**src/sv/fap_pkg.sv**
```systemverilog
// Shared types, fixed-point constants and the coefficient table of the
// fundamental argument pipeline. No dependencies.
package fap_pkg;

  // fixed-point formats
  localparam int T_FRAC_BITS   = 40;
  localparam int OUT_FRAC_BITS = 32;
  localparam int RK            = 40;   // radian coefficient fraction bits
  localparam int AK            = 24;   // arcsecond coefficient fraction bits
  localparam int ACS_FRAC      = 58;
  localparam int SCALE_SHIFT   = AK + ACS_FRAC - OUT_FRAC_BITS;
  localparam int PROD_W        = 112;  // 64 x 48 magnitude product
  localparam int T_W           = 48;
  localparam int ACC_W         = 64;
  localparam int ANGLE_W       = 54;
  localparam int NUM_TERMS     = 5;    // coefficients of T^0..T^4

  localparam logic [63:0] ACS_Q58  = 64'd1397380296697;
  // radian results reuse the arcsecond scaler with a power of two
  localparam logic [T_W-1:0] FAC_LUNI = ACS_Q58[T_W-1:0];
  localparam logic [T_W-1:0] FAC_LIN  = T_W'(1) << (AK + ACS_FRAC - RK);

  // selector codes
  localparam logic [3:0] OP_PREC       = 4'd8;
  localparam logic [3:0] OP_LUNI_FIRST = 4'd9;
  localparam logic [3:0] OP_LUNI_LAST  = 4'd14;
  localparam logic [3:0] OP_INVALID    = 4'd15;

  typedef struct packed {
    logic [3:0]            opcode;
    logic signed [T_W-1:0] t_centuries;
  } fap_req_t;

  typedef struct packed {
    logic signed [ANGLE_W-1:0] angle_rad;
    logic                      arg_valid;
  } fap_res_t;

  // payload carried between pipeline sections
  typedef struct packed {
    logic [3:0]       op;
    logic [T_W-1:0]   tmag;
    logic             tneg;
    logic [ACC_W-1:0] acc;
  } fap_stage_t;

  // Horner table. Lunisolar rows: index k holds the coefficient of T^k.
  // Planets: constant at index 0, rate at the last. Precession: rate at 1, quadratic term at the last.
  localparam logic [63:0] COEF_ROM [16][NUM_TERMS] = '{
    // Mercury
    '{(64'd4 << RK) + ((64'd402608842 << (RK - 9)) + 64'd1953125 / 2) / 64'd1953125,
      64'd0, 64'd0, 64'd0,
      (64'd2608 << RK)
        + ((64'd7903141574 << (RK - 10)) + 64'd9765625 / 2) / 64'd9765625},
    // Venus
    '{(64'd3 << RK) + ((64'd176146697 << (RK - 9)) + 64'd1953125 / 2) / 64'd1953125,
      64'd0, 64'd0, 64'd0,
      (64'd1021 << RK)
        + ((64'd3285546211 << (RK - 10)) + 64'd9765625 / 2) / 64'd9765625},
    // Earth
    '{(64'd1 << RK) + ((64'd753470314 << (RK - 9)) + 64'd1953125 / 2) / 64'd1953125,
      64'd0, 64'd0, 64'd0,
      (64'd628 << RK)
        + ((64'd3075849991 << (RK - 10)) + 64'd9765625 / 2) / 64'd9765625},
    // Mars
    '{(64'd6 << RK) + ((64'd203480913 << (RK - 9)) + 64'd1953125 / 2) / 64'd1953125,
      64'd0, 64'd0, 64'd0,
      (64'd334 << RK)
        + ((64'd612426700 << (RK - 10)) + 64'd9765625 / 2) / 64'd9765625},
    // Jupiter
    '{(64'd0 << RK) + ((64'd599546497 << (RK - 9)) + 64'd1953125 / 2) / 64'd1953125,
      64'd0, 64'd0, 64'd0,
      (64'd52 << RK)
        + ((64'd9690962641 << (RK - 10)) + 64'd9765625 / 2) / 64'd9765625},
    // Saturn
    '{(64'd0 << RK) + ((64'd874016757 << (RK - 9)) + 64'd1953125 / 2) / 64'd1953125,
      64'd0, 64'd0, 64'd0,
      (64'd21 << RK)
        + ((64'd3299104960 << (RK - 10)) + 64'd9765625 / 2) / 64'd9765625},
    // Uranus
    '{(64'd5 << RK) + ((64'd481293872 << (RK - 9)) + 64'd1953125 / 2) / 64'd1953125,
      64'd0, 64'd0, 64'd0,
      (64'd7 << RK)
        + ((64'd4781598567 << (RK - 10)) + 64'd9765625 / 2) / 64'd9765625},
    // Neptune
    '{(64'd5 << RK) + ((64'd311886287 << (RK - 9)) + 64'd1953125 / 2) / 64'd1953125,
      64'd0, 64'd0, 64'd0,
      (64'd3 << RK)
        + ((64'd8133035638 << (RK - 10)) + 64'd9765625 / 2) / 64'd9765625},
    // general precession
    '{64'd0,
      ((64'd24381750 << (RK - 9)) + 64'd1953125 / 2) / 64'd1953125,
      64'd0, 64'd0,
      ((64'd538691 << (RK - 11)) + 64'd48828125 / 2) / 64'd48828125},
    // l
    '{(64'd485868 << AK) + ((64'd249036 << (AK - 6)) + 64'd15625 / 2) / 64'd15625,
      (64'd1717915923 << AK) + ((64'd2178 << (AK - 4)) + 64'd625 / 2) / 64'd625,
      (64'd31 << AK) + ((64'd8792 << (AK - 4)) + 64'd625 / 2) / 64'd625,
      ((64'd51635 << (AK - 6)) + 64'd15625 / 2) / 64'd15625,
      64'd0 - ((64'd24470 << (AK - 8)) + 64'd390625 / 2) / 64'd390625},
    // l'
    '{(64'd1287104 << AK) + ((64'd79305 << (AK - 5)) + 64'd3125 / 2) / 64'd3125,
      (64'd129596581 << AK) + ((64'd481 << (AK - 4)) + 64'd625 / 2) / 64'd625,
      64'd0 - ((64'd5532 << (AK - 4)) + 64'd625 / 2) / 64'd625,
      ((64'd136 << (AK - 6)) + 64'd15625 / 2) / 64'd15625,
      64'd0 - ((64'd1149 << (AK - 8)) + 64'd390625 / 2) / 64'd390625},
    // F
    '{(64'd335779 << AK) + ((64'd526232 << (AK - 6)) + 64'd15625 / 2) / 64'd15625,
      (64'd1739527262 << AK) + ((64'd8478 << (AK - 4)) + 64'd625 / 2) / 64'd625,
      64'd0 - ((64'd12 << AK) + ((64'd7512 << (AK - 4)) + 64'd625 / 2) / 64'd625),
      64'd0 - ((64'd1037 << (AK - 6)) + 64'd15625 / 2) / 64'd15625,
      ((64'd417 << (AK - 8)) + 64'd390625 / 2) / 64'd390625},
    // D
    '{(64'd1072260 << AK) + ((64'd70369 << (AK - 5)) + 64'd3125 / 2) / 64'd3125,
      (64'd1602961601 << AK) + ((64'd2090 << (AK - 4)) + 64'd625 / 2) / 64'd625,
      64'd0 - ((64'd6 << AK) + ((64'd3706 << (AK - 4)) + 64'd625 / 2) / 64'd625),
      ((64'd6593 << (AK - 6)) + 64'd15625 / 2) / 64'd15625,
      64'd0 - ((64'd3169 << (AK - 8)) + 64'd390625 / 2) / 64'd390625},
    // Omega
    '{(64'd450160 << AK) + ((64'd398036 << (AK - 6)) + 64'd15625 / 2) / 64'd15625,
      64'd0 - ((64'd6962890 << AK) + ((64'd5431 << (AK - 4)) + 64'd625 / 2) / 64'd625),
      (64'd7 << AK) + ((64'd4722 << (AK - 4)) + 64'd625 / 2) / 64'd625,
      ((64'd7702 << (AK - 6)) + 64'd15625 / 2) / 64'd15625,
      64'd0 - ((64'd5939 << (AK - 8)) + 64'd390625 / 2) / 64'd390625},
    // lunar mean longitude
    '{(64'd785939 << AK) + ((64'd95571 << (AK - 5)) + 64'd3125 / 2) / 64'd3125,
      (64'd1732559343 << AK) + ((64'd73604 << (AK - 5)) + 64'd3125 / 2) / 64'd3125,
      64'd0 - ((64'd5 << AK) + ((64'd8883 << (AK - 4)) + 64'd625 / 2) / 64'd625),
      ((64'd6604 << (AK - 6)) + 64'd15625 / 2) / 64'd15625,
      64'd0 - ((64'd3169 << (AK - 8)) + 64'd390625 / 2) / 64'd390625},
    // invalid selector
    '{64'd0, 64'd0, 64'd0, 64'd0, 64'd0}
  };

  function automatic logic fap_is_luni(input logic [3:0] op);
    return (op >= OP_LUNI_FIRST) && (op <= OP_LUNI_LAST);
  endfunction

  // whether Horner step k does work for this selector; else acc passes
  function automatic logic fap_step_on(input logic [3:0] op, input logic [2:0] k);
    logic on;
    on = 1'b0;
    if (fap_is_luni(op))
      on = 1'b1;
    else if (op == OP_PREC)
      on = (k <= 3'd1);
    else if (op < OP_PREC)
      on = (k == 3'd0);
    return on;
  endfunction

endpackage

```
**src/sv/fap_mul.sv**
```systemverilog
// Two-stage 64 x 48 unsigned multiply-add built from 32-bit partial products.
// Depends on fap_pkg.
module fap_mul import fap_pkg::*; (
  input  logic                 clk,
  input  logic [ACC_W-1:0]     a,
  input  logic [T_W-1:0]       b,
  input  logic [PROD_W-1:0]    addend,
  output logic [PROD_W-1:0]    prod
);

  logic [63:0]        p00_r, p10_r;
  logic [47:0]        p01_r, p11_r;
  logic [PROD_W-1:0]  add_r;
  logic [PROD_W-1:0]  prod_r;
  logic [PROD_W-1:0]  prod_nxt;

  always_ff @(posedge clk) begin
    p00_r <= 64'(a[31:0])  * 64'(b[31:0]);
    p01_r <= 48'(a[31:0])  * 48'(b[47:32]);
    p10_r <= 64'(a[63:32]) * 64'(b[31:0]);
    p11_r <= 48'(a[63:32]) * 48'(b[47:32]);
    add_r <= addend;
  end

  assign prod_nxt = {48'd0, p00_r}
                  + {32'd0, p01_r, 32'd0}
                  + {16'd0, p10_r, 32'd0}
                  + {p11_r, 64'd0}
                  + add_r;

  always_ff @(posedge clk) begin
    prod_r <= prod_nxt;
  end

  assign prod = prod_r;

endmodule

```
**src/sv/fap_scale.sv**
```systemverilog
// Final scaling to radians with rounding and clamping to the 54-bit result,
// plus the invalid-selector case. Four register stages. Depends on fap_pkg, fap_mul.
module fap_scale import fap_pkg::*; (
  input  logic       clk,
  input  logic       rst_n,
  input  logic       in_vld,
  input  fap_stage_t in_stg,
  output logic       out_vld,
  output fap_res_t   out_res
);

  localparam int QW = PROD_W - SCALE_SHIFT;
  localparam logic [PROD_W-1:0] RND = PROD_W'(1) << (SCALE_SHIFT - 1);
  localparam logic [QW-1:0] LIM_POS = (QW'(1) << (ANGLE_W - 1)) - QW'(1);
  localparam logic [QW-1:0] LIM_NEG = QW'(1) << (ANGLE_W - 1);

  logic             s1_vld_r, s2_vld_r, s3_vld_r, s4_vld_r;
  logic [3:0]       s1_op_r, s2_op_r, s3_op_r;
  logic             s1_neg_r, s2_neg_r, s3_neg_r;
  logic [ACC_W-1:0] s1_amag_r;
  logic [T_W-1:0]   s1_fac_r;
  logic [PROD_W-1:0] prod;
  logic [QW-1:0]    q;
  logic [QW-1:0]    lim;
  logic [ANGLE_W-1:0] mag;
  fap_res_t         res_r, res_nxt;

  always_ff @(posedge clk) begin
    if (!rst_n) begin
      s1_vld_r <= 1'b0;
      s2_vld_r <= 1'b0;
      s3_vld_r <= 1'b0;
      s4_vld_r <= 1'b0;
    end else begin
      s1_vld_r <= in_vld;
      s2_vld_r <= s1_vld_r;
      s3_vld_r <= s2_vld_r;
      s4_vld_r <= s3_vld_r;
    end
  end

  always_ff @(posedge clk) begin
    s1_op_r   <= in_stg.op;
    s1_neg_r  <= in_stg.acc[63];
    s1_amag_r <= in_stg.acc[63] ? (64'd0 - in_stg.acc) : in_stg.acc;
    s1_fac_r  <= fap_is_luni(in_stg.op) ? FAC_LUNI : FAC_LIN;
    s2_op_r   <= s1_op_r;
    s2_neg_r  <= s1_neg_r;
    s3_op_r   <= s2_op_r;
    s3_neg_r  <= s2_neg_r;
  end

  fap_mul u_mul (
    .clk    (clk),
    .a      (s1_amag_r),
    .b      (s1_fac_r),
    .addend (RND),
    .prod   (prod)
  );

  always_comb begin
    q   = prod[PROD_W-1:SCALE_SHIFT];
    lim = s3_neg_r ? LIM_NEG : LIM_POS;
    mag = (q > lim) ? lim[ANGLE_W-1:0] : q[ANGLE_W-1:0];
    if (s3_op_r == OP_INVALID) begin
      res_nxt.angle_rad = ANGLE_W'(0) - (ANGLE_W'(1) << OUT_FRAC_BITS);
      res_nxt.arg_valid = 1'b0;
    end else begin
      res_nxt.angle_rad = s3_neg_r ? (ANGLE_W'(0) - mag) : mag;
      res_nxt.arg_valid = 1'b1;
    end
  end

  always_ff @(posedge clk) begin
    res_r <= res_nxt;
  end

  assign out_vld = s4_vld_r;
  assign out_res = res_r;

endmodule

```
**config.mk**
```make
export PLATFORM = sky130hd
export DESIGN_NAME = fap_scale
export DESIGN_NICKNAME = d
export VERILOG_FILES = /design/src/sv/fap_pkg.sv /design/src/sv/fap_mul.sv /design/src/sv/fap_scale.sv
export SDC_FILE = /design/constraint.sdc
export NUM_CORES = 2
export LEC_CHECK = 0
export BUFFER_PORTS_ARGS = -buffer_cell sky130_fd_sc_hd__buf_2
export CAP_MARGIN = 20
export CORE_UTILIZATION = 60
export DETAILED_ROUTE_END_ITERATION = 8
export PLACE_DENSITY = 0.8
export SYNTH_ARGS = -nofsm -noshare
export SYNTH_HDL_FRONTEND = slang
export SYNTH_SLANG_ARGS = --single-unit
export TNS_END_PERCENT = 100
```
**constraint.sdc**
```tcl
create_clock -name clk -period 9.4 [get_ports clk]
set_clock_uncertainty 0.2 [all_clocks]
set_input_delay 0.47 -clock clk [delete_from_list [all_inputs] [get_ports clk]]
set_output_delay 0.47 -clock clk [all_outputs]
set_load 0.02 [all_outputs]
```
* Word-level counts from Yosys, hierarchy flattened
Cells that the tools add are included.
** Word-level totals
- Flip-flop bits (word level) :: 517
- Bits of input ports :: 120
- Output and inout port bits :: 56
- Word-level logic and storage cells :: 41
** Operators by class
- $add $sub $neg :: 6
- Multiply operators :: 4
- Magnitude comparators :: 3
- Equality and inequality tests :: 1
- Multiplexer cells :: 6
- Reduce and logical (&&, ||, !) cells :: 1
** Operators with widths (number)
- two-way mux 54 bit :: 3
- multiplier 32 x 32 -> 64 bit :: 2
- adder 112 bit :: 1
- adder 112 x 50 -> 112 bit, second input constant :: 1
- adder 112 x 96 -> 112 bit :: 1
- multiplier 32 x 11 -> 43 bit :: 2
- adder 64 x 80 -> 81 bit :: 1
- subtractor 1 x 64 -> 64 bit, first input constant :: 1
- two-way mux 63 bit :: 1
- greater-than comparator 62 x 54 -> 1 bit :: 1
- subtractor 1 x 54 -> 54 bit, first input constant :: 1
- two-way mux 43 bit :: 1
- equality test 4 bit, second input constant :: 1
- greater-or-equal comparator 4 bit, second input constant :: 1
- less-or-equal comparator 4 bit, second input constant :: 1
- logical AND 1 bit :: 1
- two-way mux 1 bit :: 1

* Depth between registers and ports, before layout
- Word-level depth :: 5
- Mapped depth :: 33
- Gate-level depth less buffers :: 30

* Hierarchy
A second synthesis with hierarchy kept.
** Unflattened totals
- Cells, all modules :: 13789
- Area total of the unflattened synthesis :: 125778.1 µm²
** By module, submodules not included
- fap_mul :: times used 1, cells an instance 12880, area an instance 118050.7 µm², sequential area each 8968.6 µm²
- fap_scale :: times used 1, cells an instance 909, area an instance 7727.4 µm², sequential area each 2802.7 µm²

* Least setup slack after synthesis
OpenSTA, ideal clock, no wires.
- Kind :: flip-flop to flip-flop
- From :: reg s1_fac_r[40] (netlist name)
- To :: reg u_mul.p10_r[62]
- Library setup time :: 0.134 ns
- Data arrival time :: 8.770 ns
- Required time :: 9.066 ns
- Setup slack :: 0.296 ns
- Cell stages (with the launch flop) :: 30
- Buffers on the path :: 5
- Period minus slack after synthesis :: 9.104 ns
- Cell sequence :: dfxtp_1 -> clkbuf_1 -> clkbuf_1 -> clkbuf_1 -> clkbuf_1 -> nand2_1 -> inv_1 -> fa_1 -> inv_1 -> fa_1 -> fa_1 -> fa_1 -> inv_1 -> fa_1 -> fa_1 -> fa_1 -> inv_1 -> fa_1 -> inv_1 -> ha_1 -> clkbuf_1 -> a21o_1 -> a2111oi_0 -> o41ai_1 -> a2111o_1 -> o211a_1 -> o21ai_0 -> a21oi_1 -> mux2i_1 -> or4_1
** RTL lines
- end signal: assignment :: RTL line fap_mul.sv:20 : p10_r <= 64'(a[63:32]) * 64'(b[31:0]);
- end: declaration :: RTL line fap_mul.sv:11 : logic [63:0] p00_r, p10_r;

==> results.md <==
* CTS tree: built
* CTS root buf: clkbuf_16
* Horiz. Die Dim at 340 µm
* # IOs at 176
* Sequential fraction of the synthesis area at 0.110
* Post-Synth XOR/XNOR Area at 0.0558
* CTS Buf Count at 43
* Starting Density at 0.607
* RSZ-0062 raised after global routing: false
* Status: complete, no violations
* Worst setup endpoint: u_mul.p10_r[62]
* Seq. cell area at 0.00758 mm²
* Synth Cell Area at 0.0686 mm²
* Pins Over Slew Limit at 0
* CTS HTree Levels at 2
* ANT nets after route at 0
* Syn. warnings at 0
* Overflow left after global routing at 0
* Most common cell after layout, fill and taps aside: inv_1
* CP Class: reg2reg
* Total wire length at 210000 µm
* Layout cell share with drive strength beyond 1 at 0.0827
* Worst EP arrival at 9.26 ns
* Total number of vias at 53300
* Largest net degree at the start of global routing at 74
* CP startpoint kind: flop
* Fillers at 9077
* Hold crit path type: reg2reg
* Final Hold Viols at 0
* Synthesized instance count at 7349
* Wirelength per Cell at 22.4 µm
* Tcrit/Tclk final at 0.957
* Final setup margin at 0.404 ns
* Syn Area/Cell at 9.33 µm²
* Maximum clock rate at 0.111 GHz
* R2R Setup Slk at 0.40 ns
* GP Congestion at 1.07
* Initial antenna violation count at 18
* CP required at 9.67 ns
* Vias in the first global route at 54300
* Final HPWL DP at 184000 µm
* Post-CTS setup repair buffer count at 0
* Min cycle time layout at 9.00 ns
* Setup TNS at 0 ns
* Hold wc startpoint: s1_neg_r
* DP Worst Slack at 0.590 ns
* Port Buf Inserts at 126
* Clock-pin slew on the worst setup and hold paths at 0.07 ns
* Reg2Reg Launch Point: s1_fac_r[40]
* Mux share of post-synthesis cell area at 0.00294
* Die area at 0.116 mm²
* Critical path peak fanout at 22
* Initial drt markers at 4576
* CP startpoint: s1_fac_r[40]
* Clock Latency Late Sink at 0.62 ns
* Least-Margin Pin Slew at 1.17 ns
* DRC at 0
* Syn Nets at 9750
* Routed vias/inst at 5.69
* Adder-cell share of the synthesized area at 0.535
* Main combinational cell family by area after synthesis: adder cells
* Number of synthesized flops with an enable pin at 0
* Worst Hold Depth at 0
* Max Cap Viol at 0
* Clock Sink Count at 378
* First-pass GRT wire length at 317000 µm
* Slew margin rel. at 0.211
* Die height at 340 µm
* Drt pass-1 iters at 6
* Crit end category: flop
* Number of unique standard cell types used by synthesis at 75
* Layout area overhead at 10.5%
* Post-synthesis simple-gate area fraction at 0.0871
* Reg2reg path depth at 25
* Ys flop type: dfxtp_1
* Commonest non-fill, non-tap cells in the layout: inv_1, ha_1, fa_1
* Setup-failing EPs final at 0
* Tot GR Track Use at 0.364
* Worst R2R End: u_mul.p10_r[62]
* Area occupied by multi-input gates at 0.0535 mm²
* Row count at 123
* Compound-cell area share of the yosys netlist at 0.0991
* # nets final at 10200
* Async set-or-reset flop fraction in the synthesized netlist at 0
* Core Box Area at 0.113 mm²
* Max clock buf depth at 3
* #FFs+latches synth at 378
synthesized netlist by cell type, drive strengths merged, types with 36 or more instances:
| master | instances | area share |
|---|---|---|
| xnor2 | 273 | 0.035 |
| nand3 | 65 | 0.0048 |
| o21bai | 72 | 0.0079 |
| inv | 1854 | 0.10 |
| nand4 | 53 | 0.0048 |
| clkbuf | 141 | 0.0077 |
| ha | 1193 | 0.22 |
| xor2 | 164 | 0.021 |
| nor2 | 193 | 0.011 |
| dfxtp | 378 | 0.11 |
| nor2b | 42 | 0.0038 |
| or2 | 41 | 0.0037 |
| a21o | 175 | 0.019 |
| nor3 | 63 | 0.0046 |
| nand2b | 41 | 0.0039 |
| a211oi | 36 | 0.0039 |
| a21oi | 326 | 0.024 |
| fa | 1088 | 0.32 |
| and3 | 78 | 0.0071 |
| nand2 | 330 | 0.018 |
| o21ai | 215 | 0.016 |
| and2 | 148 | 0.013 |
through the flow:
stage          utilization  std cells  instance area, µm²  hold slack (ns)
3_3_place_gp         0.650       9199               73400            0.110
3_5_place_dp         0.650       9199               73400            0.112
5_1_grt              0.671       9360               75800            0.134
4_1_cts              0.671       9359               75700            0.126
6_report             0.671       9362               75800            0.125
2_1_floorplan            -       7349               68600            0.110
per-layer routing:
layer	up-vias	GRT usage	wire length, µm
met5	-	0	230
met2	2576	0.507	83000
met1	26100	0.527	91400
li1	24300	-	-
met4	14	0.0660	3980
met3	264	0.157	30900
repair_timing:
item	CTS	global route
hold buffers	82	0
gates resized for setup	0	0
endpoints found under the hold margin	72	0
how the worst min path moves through the flow:
stage and endpoint:
5_1_grt s2_neg_r, 6_report s2_neg_r, 2_1_floorplan s2_neg_r, 4_1_cts s2_neg_r
3_3_place_gp s3_op_r[1], 3_5_place_dp s2_neg_r
sequential cells by signal, indices dropped and copies added (netlist names):
| name | flops |
|---|---|
| s2_neg_r | 1 |
| s1_vld_r | 1 |
| u_mul.prod | 58 |
| s1_fac_r | 2 |
| s2_vld_r | 1 |
| out_vld | 1 |
| u_mul.p10_r | 64 |
| s3_vld_r | 1 |
| out_res | 55 |
| s2_op_r | 4 |
| s3_op_r | 4 |
| s1_amag_r | 64 |
| u_mul.p11_r | 41 |
| u_mul.p01_r | 41 |
| u_mul.p00_r | 34 |
| s3_neg_r | 1 |
| s1_neg_r | 1 |
| s1_op_r | 4 |
layout make-up:
cell class / count / area share
inverters: 1854 / 0.0918
repair buffers: 582 / 0.0570
flip-flops and latches: 378 / 0.100
clock buffers: 51 / 0.0150
well taps: 1500 / 0.0248
clock inverters: 27 / 0.00505
multi-input cells: 4968 / 0.706
diodes: 2 / 0.0000660
kinds of logic (layout without fill, tap and decap cells):
kind of cell	after synthesis	count (layout)
DFF	378	378
adders and majority gates	2281	2281
xor gates and xnor gates	437	437
other	0	2
AOI/OAI and AO/OA	1066	1066
buffers and inverters	2003	2514
and+or+nand+nor	1164	1164
muxes	20	20
worst max-delay path, stage by stage, from the launching register on:
cell	delay, ns
dfxtp_4	0.59
nand2_1	0.18
inv_1	0.26
buf_4	0.27
ha_1	0.34
fa_1	0.47
inv_1	0.11
fa_1	0.43
fa_1	0.53
inv_1	0.05
fa_1	0.46
fa_1	0.51
fa_1	0.54
inv_1	0.06
fa_1	0.75
inv_1	0.10
ha_1	0.33
a21o_1	0.18
a2111oi_0	0.49
o41ai_1	0.22
a2111o_1	0.41
o211a_1	0.23
o21ai_0	0.27
a21oi_1	0.15
mux2i_1	0.14
or4_1	0.52
Power is not shown: default switching activity piles up to over one toggle a cycle in this logic, so the estimate is an artifact.
